==> src/sv/tdc_pkg.sv <==
// Package for the configuration-text tokenizer: byte classes, token kinds,
// lexer modes and the result and push records shared by all modules.
// No dependencies.
package tdc_pkg;

  // Longest token text kept; further bytes are dropped and flagged
  localparam int MAX_TOKEN = 255;
  localparam int LEN_W     = $clog2(MAX_TOKEN + 1);

  // Character constants
  localparam logic [7:0] CH_LC_A   = 8'h61;  // 'a'
  localparam logic [7:0] CH_LC_Z   = 8'h7A;  // 'z'
  localparam logic [7:0] CH_UC_A   = 8'h41;  // 'A'
  localparam logic [7:0] CH_UC_Z   = 8'h5A;  // 'Z'
  localparam logic [7:0] CH_0      = 8'h30;  // '0'
  localparam logic [7:0] CH_9      = 8'h39;  // '9'
  localparam logic [7:0] CH_SEMI   = 8'h3B;  // ';'
  localparam logic [7:0] CH_COMMA  = 8'h2C;  // ','
  localparam logic [7:0] CH_LBRACE = 8'h7B;  // '{'
  localparam logic [7:0] CH_RBRACE = 8'h7D;  // '}'
  localparam logic [7:0] CH_LBRACK = 8'h5B;  // '['
  localparam logic [7:0] CH_RBRACK = 8'h5D;  // ']'
  localparam logic [7:0] CH_EQUALS = 8'h3D;  // '='
  localparam logic [7:0] CH_MINUS  = 8'h2D;  // '-'
  localparam logic [7:0] CH_QUOTE  = 8'h22;  // '"'
  localparam logic [7:0] CH_NL     = 8'h0A;  // newline

  // Token kinds
  localparam logic [3:0] KIND_IDENT  = 4'd0;
  localparam logic [3:0] KIND_NUMBER = 4'd1;
  localparam logic [3:0] KIND_STRING = 4'd2;
  localparam logic [3:0] KIND_SEMI   = 4'd3;
  localparam logic [3:0] KIND_COMMA  = 4'd4;
  localparam logic [3:0] KIND_LBRACE = 4'd5;
  localparam logic [3:0] KIND_RBRACE = 4'd6;
  localparam logic [3:0] KIND_LBRACK = 4'd7;
  localparam logic [3:0] KIND_RBRACK = 4'd8;
  localparam logic [3:0] KIND_EQUALS = 4'd9;
  localparam logic [3:0] KIND_MINUS  = 4'd10;
  localparam logic [3:0] KIND_EOF    = 4'd11;

  // Lexer mode, one-hot
  typedef enum logic [3:0] {
    MODE_START  = 4'b0001,
    MODE_IDENT  = 4'b0010,
    MODE_NUMBER = 4'b0100,
    MODE_STRING = 4'b1000
  } mode_t;

  // One token result, without position and run marker
  typedef struct packed {
    logic [7:0] text_byte;
    logic       text_valid;
    logic       token_end;
    logic [3:0] token_kind;
    logic [7:0] token_length;
    logic       too_long;
  } res_t;

  localparam res_t RES_NONE = '0;

  // One result beat as queued for output
  typedef struct packed {
    res_t        res;
    logic [15:0] line_number;
    logic [15:0] column_number;
    logic        last_of_run;
  } entry_t;

  // Results produced by one accepted input beat
  typedef struct packed {
    logic [1:0] count;
    entry_t     first;
    entry_t     second;
  } push_t;

  // Saturate a text length to the 8-bit length field
  function automatic logic [7:0] sat_len(input logic [LEN_W-1:0] v);
    logic [16:0] w;
    w = 17'(v);
    sat_len = (w > 17'd255) ? 8'hFF : w[7:0];
  endfunction

endpackage

==> src/sv/tdc_lexer.sv <==
// Lexer state machine: classes one byte, updates mode, length and position,
// and yields up to two results per beat. Depends on tdc_pkg.
module tdc_lexer (
  input  logic          clk,
  input  logic          rst,
  input  logic          in_fire,
  input  logic [7:0]    char_byte,
  input  logic          end_of_input,
  output tdc_pkg::push_t push
);
  import tdc_pkg::*;

  mode_t            mode, mode_next;
  logic [LEN_W-1:0] token_len, token_len_next;
  logic             overflow_seen, overflow_seen_next;
  logic [15:0]      line_count, line_count_next;
  logic [15:0]      column_count, column_count_next;

  logic       is_letter, is_digit, is_quote, is_punct, is_other, is_eof;
  logic [3:0] punct_kind;

  logic [LEN_W-1:0] len_inc;
  logic             app_ok, ovf_app;

  res_t             st_res;
  logic             st_hit;
  mode_t            st_mode;
  logic [LEN_W-1:0] st_len;

  res_t       r0, r1;
  logic [1:0] n;

  // Byte classes
  always_comb begin
    is_eof     = end_of_input;
    is_letter  = !is_eof && (((char_byte >= CH_LC_A) && (char_byte <= CH_LC_Z)) ||
                             ((char_byte >= CH_UC_A) && (char_byte <= CH_UC_Z)));
    is_digit   = !is_eof && (char_byte >= CH_0) && (char_byte <= CH_9);
    is_quote   = !is_eof && (char_byte == CH_QUOTE);
    punct_kind = KIND_IDENT;
    is_punct   = 1'b0;
    if (!is_eof) begin
      is_punct = 1'b1;
      unique case (char_byte)
        CH_SEMI:   punct_kind = KIND_SEMI;
        CH_COMMA:  punct_kind = KIND_COMMA;
        CH_LBRACE: punct_kind = KIND_LBRACE;
        CH_RBRACE: punct_kind = KIND_RBRACE;
        CH_LBRACK: punct_kind = KIND_LBRACK;
        CH_RBRACK: punct_kind = KIND_RBRACK;
        CH_EQUALS: punct_kind = KIND_EQUALS;
        CH_MINUS:  punct_kind = KIND_MINUS;
        default:   is_punct   = 1'b0;
      endcase
    end
    is_other = !is_eof && !is_letter && !is_digit && !is_quote && !is_punct;
  end

  // Appending to the current text
  assign app_ok  = (token_len < LEN_W'(MAX_TOKEN));
  assign len_inc = app_ok ? token_len + LEN_W'(1) : token_len;
  assign ovf_app = overflow_seen | !app_ok;

  // Handling from the start state (also the second pass after a word)
  always_comb begin
    st_res  = RES_NONE;
    st_hit  = 1'b0;
    st_mode = MODE_START;
    st_len  = '0;
    if (is_eof) begin
      st_hit             = 1'b1;
      st_res.token_end   = 1'b1;
      st_res.token_kind  = KIND_EOF;
    end else if (is_letter || is_digit || is_quote) begin
      st_hit            = 1'b1;
      st_res.text_byte  = char_byte;
      st_res.text_valid = 1'b1;
      st_len            = LEN_W'(1);
      st_mode           = is_letter ? MODE_IDENT : (is_digit ? MODE_NUMBER : MODE_STRING);
    end else if (is_punct) begin
      st_hit              = 1'b1;
      st_res.text_byte    = char_byte;
      st_res.text_valid   = 1'b1;
      st_res.token_end    = 1'b1;
      st_res.token_kind   = punct_kind;
      st_res.token_length = 8'd1;
    end
  end

  // Main transition
  always_comb begin
    mode_next          = mode;
    token_len_next     = token_len;
    overflow_seen_next = overflow_seen;
    r0                 = RES_NONE;
    r1                 = RES_NONE;
    n                  = 2'd0;
    unique case (mode)
      MODE_START: begin
        r0                 = st_res;
        n                  = {1'b0, st_hit};
        mode_next          = st_mode;
        token_len_next     = st_len;
        overflow_seen_next = 1'b0;
      end
      MODE_IDENT, MODE_NUMBER: begin
        if (is_letter || is_digit) begin
          token_len_next     = len_inc;
          overflow_seen_next = ovf_app;
          if (is_letter) mode_next = MODE_IDENT;
          if (app_ok) begin
            r0.text_byte  = char_byte;
            r0.text_valid = 1'b1;
            n             = 2'd1;
          end
        end else begin
          // close the word, then rerun the byte from start unless skipped
          r0.token_end       = 1'b1;
          r0.token_kind      = (mode == MODE_IDENT) ? KIND_IDENT : KIND_NUMBER;
          r0.token_length    = sat_len(token_len);
          r0.too_long        = overflow_seen;
          overflow_seen_next = 1'b0;
          if (is_other) begin
            n              = 2'd1;
            mode_next      = MODE_START;
            token_len_next = '0;
          end else begin
            r1             = st_res;
            n              = st_hit ? 2'd2 : 2'd1;
            mode_next      = st_mode;
            token_len_next = st_len;
          end
        end
      end
      MODE_STRING: begin
        if (is_eof) begin
          r0.token_end       = 1'b1;
          r0.token_kind      = KIND_EOF;
          r0.token_length    = sat_len(token_len);
          r0.too_long        = overflow_seen;
          n                  = 2'd1;
          mode_next          = MODE_START;
          token_len_next     = '0;
          overflow_seen_next = 1'b0;
        end else if (is_quote) begin
          r0.text_byte       = app_ok ? char_byte : 8'd0;
          r0.text_valid      = app_ok;
          r0.token_end       = 1'b1;
          r0.token_kind      = KIND_STRING;
          r0.token_length    = sat_len(len_inc);
          r0.too_long        = ovf_app;
          n                  = 2'd1;
          mode_next          = MODE_START;
          token_len_next     = '0;
          overflow_seen_next = 1'b0;
        end else begin
          token_len_next     = len_inc;
          overflow_seen_next = ovf_app;
          if (app_ok) begin
            r0.text_byte  = char_byte;
            r0.text_valid = 1'b1;
            n             = 2'd1;
          end
        end
      end
      default: begin
        mode_next          = MODE_START;
        token_len_next     = '0;
        overflow_seen_next = 1'b0;
      end
    endcase
  end

  // Line and column, saturating; end of input leaves them alone
  always_comb begin
    line_count_next   = line_count;
    column_count_next = column_count;
    if (!is_eof) begin
      if (column_count != 16'hFFFF) column_count_next = column_count + 16'd1;
      if (char_byte == CH_NL) begin
        if (line_count != 16'hFFFF) line_count_next = line_count + 16'd1;
        column_count_next = 16'd0;
      end
    end
  end

  // Results for the output queue
  always_comb begin
    push.count                = in_fire ? n : 2'd0;
    push.first.res            = r0;
    push.first.line_number    = line_count_next;
    push.first.column_number  = column_count_next;
    push.first.last_of_run    = (n == 2'd1);
    push.second.res           = r1;
    push.second.line_number   = line_count_next;
    push.second.column_number = column_count_next;
    push.second.last_of_run   = 1'b1;
  end

  // State registers
  always_ff @(posedge clk) begin
    if (rst) begin
      mode          <= MODE_START;
      token_len     <= '0;
      overflow_seen <= 1'b0;
      line_count    <= 16'd0;
      column_count  <= 16'd0;
    end else if (in_fire) begin
      mode          <= mode_next;
      token_len     <= token_len_next;
      overflow_seen <= overflow_seen_next;
      line_count    <= line_count_next;
      column_count  <= column_count_next;
    end
  end

endmodule

==> src/sv/tdc_fifo.sv <==
// Four-entry result queue: takes up to two results per cycle from the lexer
// and hands out one beat per cycle while the receiver is ready. Depends on tdc_pkg.
module tdc_fifo (
  input  logic            clk,
  input  logic            rst,
  input  tdc_pkg::push_t  push,
  output logic            room,
  output logic            out_valid,
  input  logic            out_ready,
  output tdc_pkg::entry_t out_entry
);
  import tdc_pkg::*;

  localparam int DEPTH = 4;
  localparam int PTR_W = $clog2(DEPTH);

  entry_t           store [DEPTH];
  logic [PTR_W-1:0] wr_ptr, rd_ptr;
  logic [PTR_W:0]   count;
  logic             pop;

  assign pop       = out_valid && out_ready;
  assign out_valid = (count != '0);
  assign out_entry = store[rd_ptr];
  // room for a two-result beat
  assign room      = (count <= (PTR_W+1)'(DEPTH - 2));

  // Entry writes
  always_ff @(posedge clk) begin
    if (push.count != 2'd0) store[wr_ptr] <= push.first;
    if (push.count == 2'd2) store[wr_ptr + PTR_W'(1)] <= push.second;
  end

  // Pointers and fill
  always_ff @(posedge clk) begin
    if (rst) begin
      wr_ptr <= '0;
      rd_ptr <= '0;
      count  <= '0;
    end else begin
      wr_ptr <= wr_ptr + PTR_W'(push.count);
      if (pop) rd_ptr <= rd_ptr + PTR_W'(1);
      count  <= count + (PTR_W+1)'(push.count) - (PTR_W+1)'(pop);
    end
  end

endmodule

==> src/sv/table_driven_config_tokenizer.sv <==
// Top level of the configuration-text tokenizer: lexer plus output queue.
// Depends on tdc_pkg, tdc_lexer and tdc_fifo.
//
//  channel | dir | tdata                     | tuser                          | tlast
//  s_      | in  | char_byte                 | end_of_input                   | -
//  m_      | out | text, length, line, column| text_valid, token_end, kind,   | last_of_run
//          |     |                           | too_long                       |
//
// An input beat is lexed in the cycle it is taken and its zero to two results
// enter a four-entry queue, so the output may show them the next cycle.
// s_tready is high while the queue holds two entries or fewer; throughput is
// one input beat per cycle while m_ does not stall, bounded by the single
// result beat the output port delivers each cycle when inputs yield two results.
// rst (synchronous) returns the lexer to the start state, clears length,
// line and column, and empties the queue. A stall on m_ holds the beat shown.
module table_driven_config_tokenizer (
  input  logic        clk,
  input  logic        rst,
  input  logic        s_tvalid,
  output logic        s_tready,
  input  logic [7:0]  s_tdata,   // [7:0] char_byte
  input  logic        s_tuser,   // [0] end_of_input
  output logic        m_tvalid,
  input  logic        m_tready,
  output logic [47:0] m_tdata,   // [7:0] text_byte, [15:8] token_length,
                                 // [31:16] line_number, [47:32] column_number
  output logic [6:0]  m_tuser,   // [0] text_valid, [1] token_end,
                                 // [5:2] token_kind, [6] too_long
  output logic        m_tlast    // last_of_run
);
  import tdc_pkg::*;

  logic   in_fire;
  push_t  push;
  entry_t head;

  assign in_fire = s_tvalid && s_tready;

  tdc_lexer u_lexer (
    .clk          (clk),
    .rst          (rst),
    .in_fire      (in_fire),
    .char_byte    (s_tdata),
    .end_of_input (s_tuser),
    .push         (push)
  );

  tdc_fifo u_fifo (
    .clk       (clk),
    .rst       (rst),
    .push      (push),
    .room      (s_tready),
    .out_valid (m_tvalid),
    .out_ready (m_tready),
    .out_entry (head)
  );

  // Output packing
  assign m_tdata = {head.column_number, head.line_number,
                    head.res.token_length, head.res.text_byte};
  assign m_tuser = {head.res.too_long, head.res.token_kind,
                    head.res.token_end, head.res.text_valid};
  assign m_tlast = head.last_of_run;

endmodule

==> config.mk <==
export PLATFORM = sky130hd
export DESIGN_NAME = table_driven_config_tokenizer
export DESIGN_NICKNAME = d
export VERILOG_FILES = /design/src/sv/tdc_pkg.sv /design/src/sv/tdc_lexer.sv /design/src/sv/tdc_fifo.sv /design/src/sv/table_driven_config_tokenizer.sv
export SDC_FILE = /design/constraint.sdc
export NUM_CORES = 1
export LEC_CHECK = 0
export ABC_AREA = 1
export BUFFER_PORTS_ARGS = -buffer_cell sky130_fd_sc_hd__buf_4
export CAP_MARGIN = 20
export CORE_UTILIZATION = 55
export CTS_CLUSTER_SIZE = 25
export DETAILED_ROUTE_END_ITERATION = 8
export PLACE_DENSITY = 0.79
export SETUP_SLACK_MARGIN = 0.02
export SYNTH_ARGS = -nofsm -noshare
export SYNTH_HDL_FRONTEND = slang
export SYNTH_HIERARCHICAL = 1
export SYNTH_SLANG_ARGS = --single-unit
==> constraint.sdc <==
create_clock -name clk -period 21.2 [get_ports clk]
set_clock_uncertainty 0.15 [all_clocks]
set_input_delay 3.18 -clock clk [delete_from_list [all_inputs] [get_ports clk]]
set_output_delay 3.18 -clock clk [all_outputs]
set_load 0.05 [all_outputs]
=== Yosys cells after proc, flatten, opt, wreduce, memory -nomap -nowiden ===
Memories as Yosys holds them, arrays and structs flattened. A register that Yosys moved wholly into a read port is not among the register bits.
Cells that the tools add are included.

* Logic and storage cells: 139
* Memories: 1
* Output and inout port bits: 58
* Register bits: 52
* Input port bits: 13
* RAM bits: 224

{| class="wikitable"
|+ Memory list
! memory !! words !! bits a word !! rd ports !! clocked after memory_dff !! wr ports !! line !! RTL
|-
| u_fifo.store || 4 || 56 || 1 || 1 || 2 || tdc_fifo.sv:17 || <nowiki>entry_t store [DEPTH];</nowiki>
|}

* Magnitude comparators: 8
* Multiplexer cells: 67
* Reductions and logical operators: 26
* Bitwise operators: 1
* Add/sub/neg operators: 8
* Equal/unequal tests: 20

{| class="wikitable"
|+ Operators with widths
! cell !! number
|-
| 2-to-1 mux 16 bit || 6
|-
| 2-to-1 mux 23 bit || 3
|-
| one-hot mux 23 bit (3 select lines) || 1
|-
| 2-to-1 mux 8 bit || 8
|-
| 2-to-1 mux 9 bit || 6
|-
| 2-to-1 mux 14 bit || 3
|-
| == test 8 x 6 -> 1 bit, second input constant || 5
|-
| 2-to-1 mux 4 bit || 9
|-
| adder 16 x 1 -> 16 bit, second input constant || 2
|-
| == test 8 x 7 -> 1 bit, second input constant || 4
|-
| != test 16 bit, second input constant || 2
|-
| one-hot mux 4 bit (8 select lines) || 1
|-
| one-hot mux 8 bit (3 select lines) || 1
|-
| 2-to-1 mux 22 bit || 1
|-
| >= comparator 8 x 7 -> 1 bit, second input constant || 2
|-
| less-or-equal comparator 8 x 7 -> 1 bit, second input constant || 2
|-
| 2-to-1 mux 1 bit || 16
|-
| 2-to-1 mux 2 bit || 7
|-
| 2-to-1 mux 13 bit || 1
|-
| logical AND 1 bit || 12
|-
| one-hot mux 4 bit (3 select lines) || 1
|-
| adder 8 x 1 -> 8 bit, second input constant || 1
|-
| == test 8 x 4 -> 1 bit, second input constant || 1
|-
| >= comparator 8 x 6 -> 1 bit, second input constant || 1
|-
| 25 further kinds || 34
|}

=== Logic depth before layout (Yosys ltp) ===
* Word-level depth: 16
* Depth in mapped cells: 18
* Depth with buffers taken out: 18

=== Cells and area by module ===
The synthesis kept the hierarchy.

{| class="wikitable"
|+ Modules (own cells, without submodules)
! module !! seq. area each (µm²) !! cells an instance !! area an instance (µm²) !! times used
|-
| tdc_fifo || 6,906.6 || 1,168 || 11,263.3 || 1
|-
| tdc_lexer || 900.9 || 716 || 4,167.7 || 1
|-
| table_driven_config_tokenizer || 0.0 || 2 || 7.5 || 1
|}

=== Worst setup path after synthesis ===
Ideal clock, no wire load.

* Path kind: input to register
* Start: input s_tuser
* End: memory u_fifo/store[3][0] (netlist bit) (enable)
* Buffers on the path: 1
* Required time: 20,497 ps
* Path slack: 11,823 ps
* Data arrival time: 8,674 ps
* Cell stages on the path: 10
* Library setup time: 553 ps
* Cell sequence: buf_2 inv_1 nand4_1 nand2_1 nand2_1 nand2_1 a21oi_1 a21oi_1 nor2_1 o31ai_1

{| class="wikitable"
|+ RTL lines
! element !! line !! RTL
|-
| start, declared || table_driven_config_tokenizer.sv:22 || <nowiki>input logic s_tuser,</nowiki>
|-
| end, declared || tdc_fifo.sv:17 ||
|}

==> summary.txt <==
Status
  – Status: completed

Timing
  – Maximum clock frequency: approximately 150 MHz
  – Final Hold Fails: 0
  – Max Slew Vio Count: 0
  – Final Cycle Share: 32.3%
  – Worst-Margin Slew: 1.12 ns
  – Setup TNS: 0 ns
  – Final setup viols: 0
  – Final worst path period need: 6.85 ns
  – RSZ-0062 raised after global routing: no
  – Worst slew margin: roughly a quarter

Global route
  – Tot GR Track Use: 26.5%
  – Largest net degree at the start of global routing: approximately 110
  – First-pass GRT wire length: approximately 60000 um
  – Vias in the first global route: roughly 12000
  – Initial antenna violation count: 0
  – GR Overflow Total: 0

Setup path
  – Req. time, crit path: about 21 ns
  – CP arrival: a little under 7 ns
  – Crit path from: s_tuser
  – Worst setup EP type: flip-flop
  – Crit-path slowest cell: buf_4
  – Critical path cell sequence: buf_4, inv_1, nand4_1, nand3_2, nand3_1, nand3_1, a21oi_1, nor2_4, nand2_4, buf_16, nand2_2, buf_4
  – Crit Path Max Fanout: approximately 80
  – Slowest cell delay on critical path: between 0.7 and 0.8 ns
  – Critical path type: input pin to flip-flop
  – CP startpoint kind: input pin
  – RR Startpoint: u_fifo/count[1]$_SDFF_PP0_

Die
  – Die height: between 150 and 200 um
  – Die area: 28700 um2
  – IO Pins: 71
  – Starting Density: between 50% and 60%
  – Die Wd: around 170 um
  – Num rows: 60
  – Core ar.: ~27000 um2

Detailed routing
  – Met1 WL: between 15000 and 20000 um
  – DR WL met3: 3540 um
  – Antenna-violating nets left: 0
  – Vias/cell: between 5 and 6
  – WL met2: roughly 17000 um
  – Top Metal Used: met4
  – Routed wire length: between 30000 and 40000 um
  – Via count: between 10000 and 15000
  – First drt pass iteration count: 6
  – Initial DRC count: between 1500 and 2000
  – WL per Instance: approximately 17 um
  – Detailed-route DRC error count: 0

Logic synthesis
  – Synth Instances: between 1500 and 2000
  – Synth Flop Type: edfxtp_1
  – Syn avg cell area: between 8 and 9 um2
  – Yosys warning count: 6
  – Synth unique cells: 46
  – Post-synth EDFFs: 224
  – Largest cells by area after synthesis: edfxtp_1, nand2_1, o21ai_0, dfxtp_1, nor2_1
  – Area leader, netlist: edfxtp_1
  – Yosys reg bits: 278
  – Register area share after synthesis: about 51%
  – Yosys top cell area share: a little over two fifths
  – Asr flop ratio synth: 0%
  – Mapped Area: 15400 um2

Placed design
  – Area post-placement: about 16000 um2
  – PortBufs: 70
  – Final GP Congestion: between 0.9 and 1
  – DP Wirelength: approximately 23000 um

Hold path
  – Hold path start: u_lexer/mode[3]$_SDFFE_PP0P_
  – Hold Path Class: flip-flop to flip-flop

Power and ir drop
  – Maximum vdd drop: 0.0000780 V
  – Switching fraction of total power: about two fifths
  – Comb pwr share: between 30% and 40%
  – Seq pwr share: between 30% and 40%
  – Lkg Pwr: ~6.4 nW
  – Clock share of power: 27.0%
  – Net Switching: about 0.72 mW
  – Power Total: approximately 1.9 mW
  – Pwr/cell area: 111 nW/um2
  – Internal power: approximately 1.1 mW

Layout
  – Diodes inserted: 0
  – Most frequent cells in the layout: nand2_1, o21ai_0, edfxtp_1
  – Nets@finish: between 1500 and 2000
  – Commonest non-fill, non-tap cell in the layout: nand2_1
  – Synthesis-to-layout area growth: 8.75%
  – Fillcell total: between 2000 and 2500
  – Share of cells above drive strength 1: around a tenth
  – Fin area: around 17000 um2

Clock tree
  – Clk slew on worst S/H paths: about 0.060 ns
  – Clock latency on the worst-skew pair: ~0.54 ns
  – H-tree depth: 1
  – Deepest clock path buffer count: 3
  – TritonCTS clock tree: built
  – TritonCTS buffer count: 28
  – Setup bufs post-CTS: 0
  – # resized after CTS: 0
  – CTS root buf: clkbuf_16
  – Cts hold-fix bufs: 0
  – CTS sink count: around 280

Job
  – Max Cap Viol: 0
logic make-up after synthesis:
kind of cell,count (synthesis),synth area share (%)
multiplexers,1,0.0648
other,2,0.0486
AND/OR/NAND/NOR,713,19.1
buffers and inverters,340,10.4
XOR/XNOR,8,0.454
flip-flops,278,50.6
adder cells (fa/ha/maj),8,0.697
AO/OA/AOI/OAI,536,18.7
per-stage QoR:
stage          instances  utilization (%)  hold slack, ns  setup slack, ns
4_1_cts             2255             61.2           0.336            14.18
3_5_place_dp        2204             57.8           0.327            13.63
6_report            2259             61.6           0.332            14.35
2_1_floorplan       1894                -           0.298            11.82
5_1_grt             2259             61.6           0.364            13.96
3_3_place_gp        2204             57.8           0.312            13.77
per-layer routing:
metal	vias to the layer above	GRT usage, %
li1	6311	-
met1	6029	36.0
met2	573	44.5
met3	72	3.33
met4	0	8.03
met5	-	0
path summary, 6_finish.rpt:
| kind | cells past startpoint | slack (ns) | end |
|---|---|---|---|
| setup / recovery | 12 | 14.35 | u_fifo/store[1][37]$_DFFE_PP_ |
| hold / removal | 2 | 0.33 | u_lexer/mode[3]$_SDFFE_PP0P_ |
| setup reg to reg | 11 | 16.65 | u_fifo/store[1][37]$_DFFE_PP_ |
| hold reg to reg | 2 | 0.33 | u_lexer/mode[3]$_SDFFE_PP0P_ |
registers in the layout, indices dropped and copies added (netlist names), named ones only:
name                   count
u_fifo/count               3
u_fifo/rd_ptr              2
u_fifo/store             224
u_fifo/wr_ptr              2
u_lexer/column_count      16
u_lexer/line_count        16
u_lexer/mode               4
u_lexer/overflow_seen      1
u_lexer/token_len          8
worst max-delay path: cells and delay by family:
kind	cells	cell delay, ns
buffers and inverters	4	1.87
and+or+nand+nor	7	1.58
AOI/OAI and AO/OA	1	0.19
cell usage after synthesis, types with 2 or more instances:
| cell type | instances |
|---|---|
| buf_4 | 48 |
| a21oi_1 | 66 |
| buf_6 | 10 |
| o21ai_2 | 23 |
| xnor2_1 | 2 |
| nand3_1 | 72 |
| clkinv_1 | 2 |
| clkbuf_1 | 52 |
| o21ai_0 | 241 |
| buf_2 | 33 |
| edfxtp_1 | 224 |
| o22ai_1 | 57 |
| ha_1 | 7 |
| nand2_2 | 7 |
| nor3_1 | 11 |
| nor2_1 | 190 |
| or2_2 | 5 |
| nand2_4 | 2 |
| nor3_2 | 2 |
| o21ai_1 | 138 |
| nand4_1 | 15 |
| nand3_2 | 4 |
| dfxtp_1 | 54 |
| nor2_2 | 5 |
| conb_1 | 2 |
| inv_1 | 184 |
| nor2_4 | 2 |
| o211ai_1 | 3 |
| xor2_1 | 6 |
| nand2_1 | 395 |
| o31ai_1 | 2 |
| inv_2 | 8 |
power groups by stage:
| stage | Sequential [mW] | Clock (mW) | Combinational [mW] |
|---|---|---|---|
| 2_1_floorplan | 0.691 | 0 | 0.503 |
| 3_3_place_gp | 0.695 | 0 | 0.648 |
| 3_5_place_dp | 0.697 | 0 | 0.662 |
| 4_1_cts | 0.686 | 0.504 | 0.664 |
| 5_1_grt | 0.691 | 0.525 | 0.730 |
| 6_report | 0.686 | 0.502 | 0.672 |
cell type report:
type	count	area (um2)	share of cell area [%]
Clock buffer	33	741	4.41
Timing Repair Buffer	86	726	4.32
Multi-Input combinational cell	1276	6110	36.4
Sequential cell	278	7810	46.5
Tap cell	372	465	2.77
Clock inverter	18	186	1.11
Inverter	196	746	4.44
(Power assumes the default switching activity.)
